File: src/rtl/core/clt_pkg.sv
// Package for the command line tokenizer.
// Holds the scan mode codes, byte constants and the state and result structs.
// No dependencies.
package clt_pkg;

    // Scan mode codes
    localparam logic [2:0] MODE_BETWEEN    = 3'd0;
    localparam logic [2:0] MODE_AFTER_GT   = 3'd1;
    localparam logic [2:0] MODE_WORD       = 3'd2;
    localparam logic [2:0] MODE_QUOTED     = 3'd3;
    localparam logic [2:0] MODE_ESC_WORD   = 3'd4;
    localparam logic [2:0] MODE_ESC_QUOTED = 3'd5;

    // Target list codes
    localparam logic [1:0] LIST_ARGS   = 2'd0;
    localparam logic [1:0] LIST_INPUT  = 2'd1;
    localparam logic [1:0] LIST_OUTPUT = 2'd2;
    localparam logic [1:0] LIST_ERROR  = 2'd3;

    // Byte constants
    localparam logic [7:0] CHAR_NUL   = 8'h00;
    localparam logic [7:0] CHAR_TAB   = 8'h09;
    localparam logic [7:0] CHAR_CR    = 8'h0D;
    localparam logic [7:0] CHAR_SPACE = 8'h20;
    localparam logic [7:0] CHAR_QUOTE = 8'h22;
    localparam logic [7:0] CHAR_BSL   = 8'h5C;
    localparam logic [7:0] CHAR_LT    = 8'h3C;
    localparam logic [7:0] CHAR_GT    = 8'h3E;
    localparam logic [7:0] CHAR_BANG  = 8'h21;
    localparam logic [7:0] CHAR_PIPE  = 8'h7C;

    typedef struct packed {
        logic [2:0] mode;
        logic [1:0] list;
        logic [3:0] stage;
    } clt_state_t;

    typedef struct packed {
        logic       has_char;
        logic [7:0] char_out;
        logic       word_end;
        logic       line_end;
        logic [1:0] target_list;
        logic [3:0] stage_index;
    } clt_result_t;

    localparam clt_state_t STATE_RESET = '{mode: MODE_BETWEEN, list: LIST_ARGS, stage: 4'd0};

endpackage

File: src/rtl/core/clt_scan.sv
// Scan step of the command line tokenizer: next state and result for one byte.
// Purely combinational. Depends on clt_pkg.
module clt_scan #(
    parameter logic [3:0] STAGE_CAP = 4'd15
) (
    input  logic [7:0]          char_in,
    input  clt_pkg::clt_state_t state_in,
    output clt_pkg::clt_state_t state_next,
    output logic                res_valid,
    output clt_pkg::clt_result_t res
);
    import clt_pkg::*;

    logic       blank;
    logic       bang_done;
    logic [2:0] mode_eff;
    logic [1:0] list_eff;

    assign blank = (char_in == CHAR_SPACE) || (char_in >= CHAR_TAB && char_in <= CHAR_CR);

    // Resolve a pending '>' before the main scan
    always_comb begin
        bang_done = 1'b0;
        mode_eff  = state_in.mode;
        list_eff  = state_in.list;
        if (state_in.mode == MODE_AFTER_GT) begin
            mode_eff = MODE_BETWEEN;
            if (char_in == CHAR_BANG) begin
                bang_done = 1'b1;
                list_eff  = LIST_ERROR;
            end else begin
                list_eff = LIST_OUTPUT;
            end
        end
    end

    // Main scan
    always_comb begin
        state_next      = '{mode: mode_eff, list: list_eff, stage: state_in.stage};
        res_valid       = 1'b0;
        res             = '0;
        res.target_list = list_eff;
        res.stage_index = state_in.stage;
        if (!bang_done) begin
            case (mode_eff)
                MODE_BETWEEN: begin
                    if (char_in == CHAR_NUL) begin
                        state_next      = STATE_RESET;
                        res_valid       = 1'b1;
                        res.line_end    = 1'b1;
                        res.target_list = LIST_ARGS;
                        res.stage_index = 4'd0;
                    end else if (blank) begin
                        state_next.mode = MODE_BETWEEN;
                    end else if (char_in == CHAR_LT) begin
                        state_next.list = LIST_INPUT;
                    end else if (char_in == CHAR_GT) begin
                        state_next.mode = MODE_AFTER_GT;
                    end else if (char_in == CHAR_PIPE) begin
                        if (state_in.stage < STAGE_CAP) begin
                            state_next.stage = state_in.stage + 4'd1;
                        end
                        state_next.list = LIST_ARGS;
                    end else if (char_in == CHAR_QUOTE) begin
                        state_next.mode = MODE_QUOTED;
                    end else if (char_in == CHAR_BSL) begin
                        state_next.mode = MODE_ESC_WORD;
                    end else begin
                        state_next.mode = MODE_WORD;
                        res_valid       = 1'b1;
                        res.has_char    = 1'b1;
                        res.char_out    = char_in;
                    end
                end
                MODE_WORD, MODE_QUOTED: begin
                    if (char_in == CHAR_NUL) begin
                        state_next   = STATE_RESET;
                        res_valid    = 1'b1;
                        res.word_end = 1'b1;
                        res.line_end = 1'b1;
                    end else if (char_in == CHAR_BSL) begin
                        state_next.mode = (mode_eff == MODE_WORD) ? MODE_ESC_WORD
                                                                  : MODE_ESC_QUOTED;
                    end else if ((mode_eff == MODE_WORD && blank) ||
                                 (mode_eff == MODE_QUOTED && char_in == CHAR_QUOTE)) begin
                        state_next.mode = MODE_BETWEEN;
                        res_valid       = 1'b1;
                        res.word_end    = 1'b1;
                    end else begin
                        res_valid    = 1'b1;
                        res.has_char = 1'b1;
                        res.char_out = char_in;
                    end
                end
                MODE_ESC_WORD, MODE_ESC_QUOTED: begin
                    if (char_in == CHAR_NUL) begin
                        state_next   = STATE_RESET;
                        res_valid    = 1'b1;
                        res.word_end = 1'b1;
                        res.line_end = 1'b1;
                    end else begin
                        state_next.mode = (mode_eff == MODE_ESC_WORD) ? MODE_WORD
                                                                      : MODE_QUOTED;
                        res_valid       = 1'b1;
                        res.has_char    = 1'b1;
                        res.char_out    = char_in;
                    end
                end
                default: begin
                    // Unused mode codes: fall back to reset, drop the byte
                    state_next = STATE_RESET;
                end
            endcase
        end
    end

endmodule

File: src/rtl/core/command_line_tokenizer.sv
// Command line tokenizer. Takes one byte per transaction (0 ends the line) and
// gives at most one result per byte, loaded into the result register at the edge
// at which the byte leaves the input register: word bytes tagged with list and
// pipe stage, word end and line end marks. The rate is one byte per cycle while
// no byte with a result is held back, set by the single scan step between the
// input register and the result register, whose state feedback closes within
// that cycle. A byte that has a result waits in the input register only while the
// result register is full and m_ready is low. A result is presented on the m_
// side from the result register after its byte has passed the input register.
// Bytes that cause no result (white space, operators, escapes) are absorbed
// without a transaction on m_.
// Depends on clt_pkg and clt_scan.
module command_line_tokenizer #(
    parameter int MAX_STAGES = 16
) (
    input  logic       aclk,
    input  logic       aresetn,
    input  logic       s_valid,
    output logic       s_ready,
    input  logic [7:0] s_char_in,
    output logic       m_valid,
    input  logic       m_ready,
    output logic       m_has_char,
    output logic [7:0] m_char_out,
    output logic       m_word_end,
    output logic       m_line_end,
    output logic [1:0] m_target_list,
    output logic [3:0] m_stage_index
);
    import clt_pkg::*;

    localparam int         CAP_INT   = (MAX_STAGES - 1 > 15) ? 15 : MAX_STAGES - 1;
    localparam logic [3:0] STAGE_CAP = CAP_INT[3:0];

    logic        in_valid_reg;
    logic [7:0]  char_reg;
    clt_state_t  state_reg;
    clt_state_t  state_next;
    logic        res_valid;
    clt_result_t res;
    logic        out_valid_reg;
    clt_result_t out_reg;
    logic        out_free;
    logic        advance;

    // Scan step
    clt_scan #(
        .STAGE_CAP(STAGE_CAP)
    ) u_scan (
        .char_in   (char_reg),
        .state_in  (state_reg),
        .state_next(state_next),
        .res_valid (res_valid),
        .res       (res)
    );

    // Flow control: the held byte advances once its result, if any, has room
    assign out_free = !out_valid_reg || m_ready;
    assign advance  = in_valid_reg && (!res_valid || out_free);
    assign s_ready  = !in_valid_reg || advance;

    // Input register
    always_ff @(posedge aclk) begin
        if (!aresetn) begin
            in_valid_reg <= 1'b0;
        end else if (s_ready) begin
            in_valid_reg <= s_valid;
        end
        if (s_ready && s_valid) begin
            char_reg <= s_char_in;
        end
    end

    // Scan state
    always_ff @(posedge aclk) begin
        if (!aresetn) begin
            state_reg <= STATE_RESET;
        end else if (advance) begin
            state_reg <= state_next;
        end
    end

    // Result register
    always_ff @(posedge aclk) begin
        if (!aresetn) begin
            out_valid_reg <= 1'b0;
        end else if (out_free) begin
            out_valid_reg <= advance && res_valid;
        end
        if (out_free && advance && res_valid) begin
            out_reg <= res;
        end
    end

    assign m_valid       = out_valid_reg;
    assign m_has_char    = out_reg.has_char;
    assign m_char_out    = out_reg.char_out;
    assign m_word_end    = out_reg.word_end;
    assign m_line_end    = out_reg.line_end;
    assign m_target_list = out_reg.target_list;
    assign m_stage_index = out_reg.stage_index;

    // A line end returns the scan state to reset
    assert property (@(posedge aclk) disable iff (!aresetn)
        (advance && res_valid && res.line_end) |=> (state_reg == STATE_RESET))
        else $error("scan state not cleared after line end");

    // Stage count never passes its bound
    assert property (@(posedge aclk) disable iff (!aresetn)
        (state_reg.stage <= STAGE_CAP))
        else $error("stage count above bound");

    // A held byte is not overwritten while it waits
    assert property (@(posedge aclk) disable iff (!aresetn)
        (in_valid_reg && !advance) |=> (in_valid_reg && $stable(char_reg)))
        else $error("input register lost a waiting byte");

    // A bare line end carries argument list and stage zero
    assert property (@(posedge aclk) disable iff (!aresetn)
        (out_valid_reg && out_reg.line_end && !out_reg.word_end) |->
        (out_reg.target_list == LIST_ARGS && out_reg.stage_index == 4'd0 &&
         !out_reg.has_char))
        else $error("bare line end carries word tags");

endmodule

File: config.mk
export PLATFORM = sky130hd
export DESIGN_NAME = command_line_tokenizer
export DESIGN_NICKNAME = d
export VERILOG_FILES = /design/src/rtl/core/clt_pkg.sv /design/src/rtl/core/clt_scan.sv /design/src/rtl/core/command_line_tokenizer.sv
export SDC_FILE = /design/constraint.sdc
export NUM_CORES = 1
export LEC_CHECK = 0
export ABC_AREA = 1
export BUFFER_PORTS_ARGS = -buffer_cell sky130_fd_sc_hd__buf_4
export CAP_MARGIN = 20
export CORE_MARGIN = 8
export CORE_UTILIZATION = 50
export DETAILED_ROUTE_END_ITERATION = 6
export GPL_TIMING_DRIVEN = 0
export PLACE_DENSITY_LB_ADDON = 0.3
export SYNTH_ARGS = -nofsm -noshare
export SYNTH_HDL_FRONTEND = slang
export SYNTH_HIERARCHICAL = 1
export SYNTH_SLANG_ARGS = --single-unit
File: constraint.sdc
create_clock -name aclk -period 2.6 [get_ports aclk]
set_clock_uncertainty 0.2 [all_clocks]
set_input_delay 0.13 -clock aclk [delete_from_list [all_inputs] [get_ports aclk]]
set_output_delay 0.13 -clock aclk [all_outputs]
set_load 0.005 [all_outputs]
==> reports/results.txt, run 1 <==
die area: 7080 um2
Synth Area in Simple Gates: 0.354
Post-synth top cells: 57 x nand2_1, 40 x nor2_1, 39 x inv_1
post-synth top area share: 0.324
routed wire length: 5700 um
Yosys warnings: 6
vias in the first global route: 1961
syn nets: 312
P_leak: 1.37 nW
outcome: completed
Final Hold Fails: 0
ANT cells: 0
initial antenna violation count: 0
Final Util: 0.667
Period minus WS final: 2.48 ns
post-synthesis mux area share: 0
relative slew slack: 0.774
number of synthesized flops with an enable pin: 25
H-tree level count: 2
Synth Area in XOR/XNOR: 0.00755
CTS tree: done
top achievable clock speed: 404 MHz
total grt overflow: 0
Clk Latency, worst-skew pair: 0.28 ns
post-synth cell types: 39
FILL cells: 357
worst-path cell chain: nor2_1 -> nand2_1 -> nor2_4 -> nand2_1 -> buf_4 -> a21oi_2 -> a31oi_4 -> nand4_1 -> buf_4
sequential share of the synthesized area: 0.419
CTS clk-pin slew, worst paths: 0.07 ns
# setup viols final: 0
Remaining DRCs: 0
Die Y: 84.1 um
initial core utilization: 0.526
first-pass GRT wire length: 9380 um
Synth Area in Adders: 0.00539
Cells after Synth: 299
Syn Area/Cell: 7.76 um2
Pwr Density: 476 nW/um2
Largest register FFs: 9
CP Max Fanout: 10
Post-Syn Area: 2320 um2
largest net degree at the start of global routing: 15
Synth Area in Compound Gates: 0.107
port bufs: 30
Max-cap violations: 0
Worst-Margin Slew: 0.338 ns
post-synthesis register bit count: 36
share of cells above drive strength 1: 0.279
net total in the final layout: 371
Top FF cell, synth: edfxtp_1
total power: 1.40 mW
Antenna Violating Nets Remaining: 0
Tot GR Track Use: 0.161
Yosys top cell by area: edfxtp_1
root buffer cell: clkbuf_8
kind of critical path: reg -> out
Worst path max stage delay: 0.46 ns
Hold Crit Class: in -> reg
Vias/cell: 5.29
Slew Viols, Final: 0
CP max stage cell: edfxtp_1
largest family of logic cells by synthesized area: simple AND/OR/NAND/NOR gates
Startpoint Class: flip-flop
CP Data Required Time: 2.27 ns
cell family with most CP delay: simple AND/OR/NAND/NOR gates
clk sinks: 36
CORE AREA: 4410 um2
CP arrival: 2.15 ns
most frequent cell after synthesis: nand2_1
Ports: 31
Worst VDD drop: 0.275 mV
Initial DRT Pass Iterations: 5
Site Rows: 24
vias: 2173
Die X: 84.1 um
drt wl/cell: 13.9 um
Synth-to-Final Area Change: 26.9%
dpl hpwl: 3950 um
routability cong.: 0.942
buffer and inverter count on the worst path: 2
Initial DRC Count: 151
leading post-synthesis cells by cell area: edfxtp_1 32%, dfxtp_1 9.5%, nand2_1 9.2%
crit share post-route: 0.953
Synth async-reset ratio: 0
CP Capture Type: output pin
CTS Buf Count: 5
Clock Path Buffers: 2
## final cells by class
type	instances	area [um2]	area share
flip-flops and latches	36	972	0.330
inverters	52	204	0.0693
clock buffers	7	86.3	0.0293
plain buffers	7	48.8	0.0166
well taps	52	65.1	0.0221
multi-input cells	204	1140	0.386
clock inverters	1	3.75	0.00127
repair buffers	52	428	0.145
## repair_timing
item / CTS / global route
pin swaps: 0 / 2
gates cloned: 0 / 0
gates resized for setup: 5 / 6
hold buffers: 10 / 0
buffers inserted: 2 / 10
endpoints found under the setup margin: 35 / 31
endpoints found under the hold margin: 9 / 0
## cell families after synthesis
logic type	Yosys count
AO/OA/AOI/OAI	38
XOR/XNOR	2
adder cells (fa/ha/maj)	1
buffers and inverters	59
flip-flops	36
AND/OR/NAND/NOR	163
## cells in the final DEF (no fill, tap or decap), drive strengths merged
cell,instances
ha,1
o211ai,6
dlygate4sd3,10
nor3b,1
o221ai,1
o2111ai,1
a31oi,1
xor2,2
nand3,32
nor2,52
or2,1
a21oi,17
edfxtp,25
a21boi,1
clkinv,1
nand2,62
nand3b,1
buf,47
clkinvlp,1
clkbuf,9
nor4,1
o21ai,9
inv,51
nor3,5
nand4,8
dfxtp,11
a211oi,1
o22ai,1
## where the power goes
part	internal (mW)	total [mW]	switching, mW	leakage, nW
sequential	0.658	0.684	0.0261	0.329
combinational	0.138	0.312	0.174	0.999
clock	0.212	0.405	0.193	0.0459
## worst paths after layout
| kind | from | end | slack (ns) | cells past startpoint |
|---|---|---|---|---|
| worst max-delay path | char_reg[0] | s_ready | 0.12 | 9 |
| worst min-delay path | m_ready | m_valid | 0.05 | 6 |
| worst max register to register | char_reg[0] | state_reg[1] | 0.13 | 13 |
| worst min register to register | state_reg[6] | state_reg[6] | 0.29 | 2 |
## stage by stage
step | area, um2 | setup TNS, ns | hold WS (ns) | std cells | setup slack [ns]
3_3_place_gp | 2610 | -9.16 | 0.108 | 381 | -0.444
4_1_cts | 2850 | 0 | 0.0414 | 401 | 0.0145
6_report | 2940 | 0 | 0.0495 | 411 | 0.122
5_1_grt | 2940 | -0.149 | 0.0901 | 411 | -0.0348
3_5_place_dp | 2610 | -10.67 | 0.109 | 381 | -0.515
2_1_floorplan | 2320 | 0 | 0.0289 | 299 | 0.108
## per-layer routing
layer	track usage	wire, um
met2	0.255	2690
met3	0.0449	415
met1	0.199	2530
met4	0.0691	62
met5	0	0
## worst min-delay path: stages
cell	delay, ns
buf_4	0.07
inv_1	0.07
nand2_1	0.09
nand2_1	0.05
nand2_1	0.05
inv_1	0.03
No activity file was read; power rests on OpenSTA's default activity.
==> run 2, diff against run 1 <==
- BUFFER_PORTS_ARGS: -buffer_cell sky130_fd_sc_hd__buf_4 -> -buffer_cell sky130_fd_sc_hd__buf_2
- CTS_CLUSTER_DIAMETER: not set -> 200
==> reports/results.txt, run 2 (synthesized netlist as in run 1, its figures left out) <==
kind of critical path: reg -> reg
placed cell area: 2530 um2 (-2.9%)
Seq. cell area: 972 um2 (unchanged)
initial core utilization: 0.526 (unchanged)
Die X: 84.1 um (unchanged)
cell area after layout: 2860 um2 (-3.0%)
top achievable clock speed: 406 MHz (+0.53%)
commonest non-fill, non-tap cell in the layout: nand2_1
ANT cells: 0 (unchanged)
H-tree level count: 2 (unchanged)
Slew Viols, Final: 0 (unchanged)
CTS clk-pin slew, worst paths: 0.07 ns (about the same)
crit share post-route: 0.948 (-0.00504)
P_leak: 1.33 nW (-2.9%)
Hold Crit Class: in -> reg
Worst path max stage delay: 0.45 ns (about the same)
Antenna Violating Nets Remaining: 0 (unchanged)
Max-cap violations: 0 (unchanged)
clk sinks: 36 (unchanged)
net total in the final layout: 368 (-0.81%)
CP dominant cell by count: nand2_1
worst-path cell chain: nor2_1 -> nand2_1 -> nor2_4 -> nand2_1 -> buf_4 -> a21oi_2 -> a31oi_4 -> nand3_1 -> clkinvlp_4 -> buf_12
drt wl/cell: 13.3 um (-4.3%)
placed cell count: 381 (unchanged)
Ports: 31 (unchanged)
die area: 7080 um2 (unchanged)
Pwr Density: 472 nW/um2 (-0.81%)
CP Capture Type: flip-flop
Largest register FFs: 9 (unchanged)
vias in the first global route: 1937 (-1.2%)
area occupied by multi-input gates: 1160 um2 (+1.8%)
initial antenna violation count: 0 (unchanged)
Worst-Margin Slew: 0.314 ns (-0.0245 ns)
Worst VDD drop: 0.311 mV (+13%)
Synth-to-Final Area Change: 23.1%
vias: 2143 (-1.4%)
CORE AREA: 4410 um2 (unchanged)
Final Hold Fails: 0 (unchanged)
final non-filler cell total: 408 (-0.73%)
outcome: completed
Period minus WS final: 2.46 ns (-0.0131 ns)
routed wire length: 5420 um (-4.9%)
most frequent cells in the layout: 55 x nand2_1, 37 x inv_1, 37 x nor2_1
cell family with most CP delay: simple AND/OR/NAND/NOR gates
relative slew slack: 0.790 (+0.0164)
Site Rows: 24 (unchanged)
first-pass GRT wire length: 8910 um (-4.9%)
Vias/cell: 5.25 (-0.66%)
Die Y: 84.1 um (unchanged)
CTS Buf Count: 5 (unchanged)
Clk Latency, worst-skew pair: 0.29 ns (about the same)
CP Data Required Time: 2.45 ns (+0.18 ns)
CP arrival: 2.32 ns (+0.17 ns)
CP max stage cell: edfxtp_1
port bufs: 30 (unchanged)
dpl hpwl: 3890 um (-1.7%)
Initial DRT Pass Iterations: 4 (-1)
Startpoint Class: flip-flop
Clock Path Buffers: 2 (unchanged)
share of cells above drive strength 1: 0.278 (-0.000462)
CP Max Fanout: 17 (+7)
largest net degree at the start of global routing: 18 (+3)
CTS tree: done
total grt overflow: 0 (unchanged)
Remaining DRCs: 0 (unchanged)
Tot GR Track Use: 0.152 (-0.00852)
routability cong.: 0.927 (-1.5%)
root buffer cell: clkbuf_8
FILL cells: 393 (+10%)
# setup viols final: 0 (unchanged)
buffer and inverter count on the worst path: 3 (+1)
Initial DRC Count: 209 (+38%)
-- run 2: area by class of cell --
class,instances,area share
Buffer,7,0.0171
Clock buffer,7,0.0267
Clock inverter,1,0.00131
Inverter,52,0.0714
Multi-Input combinational cell,204,0.405
Sequential cell,36,0.340
Tap cell,52,0.0228
Timing Repair Buffer,49,0.116
-- run 2: stage by stage --
| step | hold slack (ns) | TNS [ns] | total power, mW | utilization | setup WS, ns |
|---|---|---|---|---|---|
| CTS | 0.0123 | 0 | 1.35 | 0.624 | 0.0459 |
| detailed placement | 0.109 | -9.80 | 0.951 | 0.574 | -0.500 |
| global route | 0.0829 | -0.00686 | 1.42 | 0.647 | -0.00686 |
| global placement | 0.107 | -9.56 | 0.947 | 0.574 | -0.459 |
| floorplan | 0.0289 | 0 | 0.879 | - | 0.108 |
| finish | 0.0434 | 0 | 1.35 | 0.647 | 0.135 |
-- run 2: what timing repair did --
action / in CTS / in global routing
hold endpoints to repair: 9 / 0
buffers inserted: 1 / 8
hold buffers: 10 / 0
setup endpoints to repair: 35 / 27
pin swaps: 0 / 3
gates resized for setup: 4 / 12
-- run 2: path summary, 6_finish.rpt --
| check | startpoint | end | slack [ns] | cells past startpoint |
|---|---|---|---|---|
| worst max-delay path | char_reg[1] | m_char_out[6] | 0.14 | 10 |
| worst min-delay path | m_ready | in_valid_reg | 0.04 | 4 |
| worst max register to register | char_reg[1] | m_char_out[6] | 0.14 | 10 |
| worst min register to register | state_reg[6] | state_reg[6] | 0.28 | 2 |
-- run 2: layer usage --
metal	vias to the layer above	global-route usage	routed length (um)
li1	1098	-	-
met1	967	0.195	2430
met2	67	0.233	2470
met3	11	0.0479	409
met4	0	0.0581	104
met5	-	0	0
-- run 2: tightest hold or removal path, cell delays in order --
cell      delay, ns
buf_2          0.08
inv_1          0.07
nand4_1        0.14
a21boi_1       0.07
-- run 2: power breakdown --
part	internal (mW)	total [mW]	leakage, nW	switching, mW
Combinational	0.121	0.291	0.964	0.171
Clock	0.186	0.374	0.0399	0.188
Sequential	0.658	0.684	0.329	0.0253
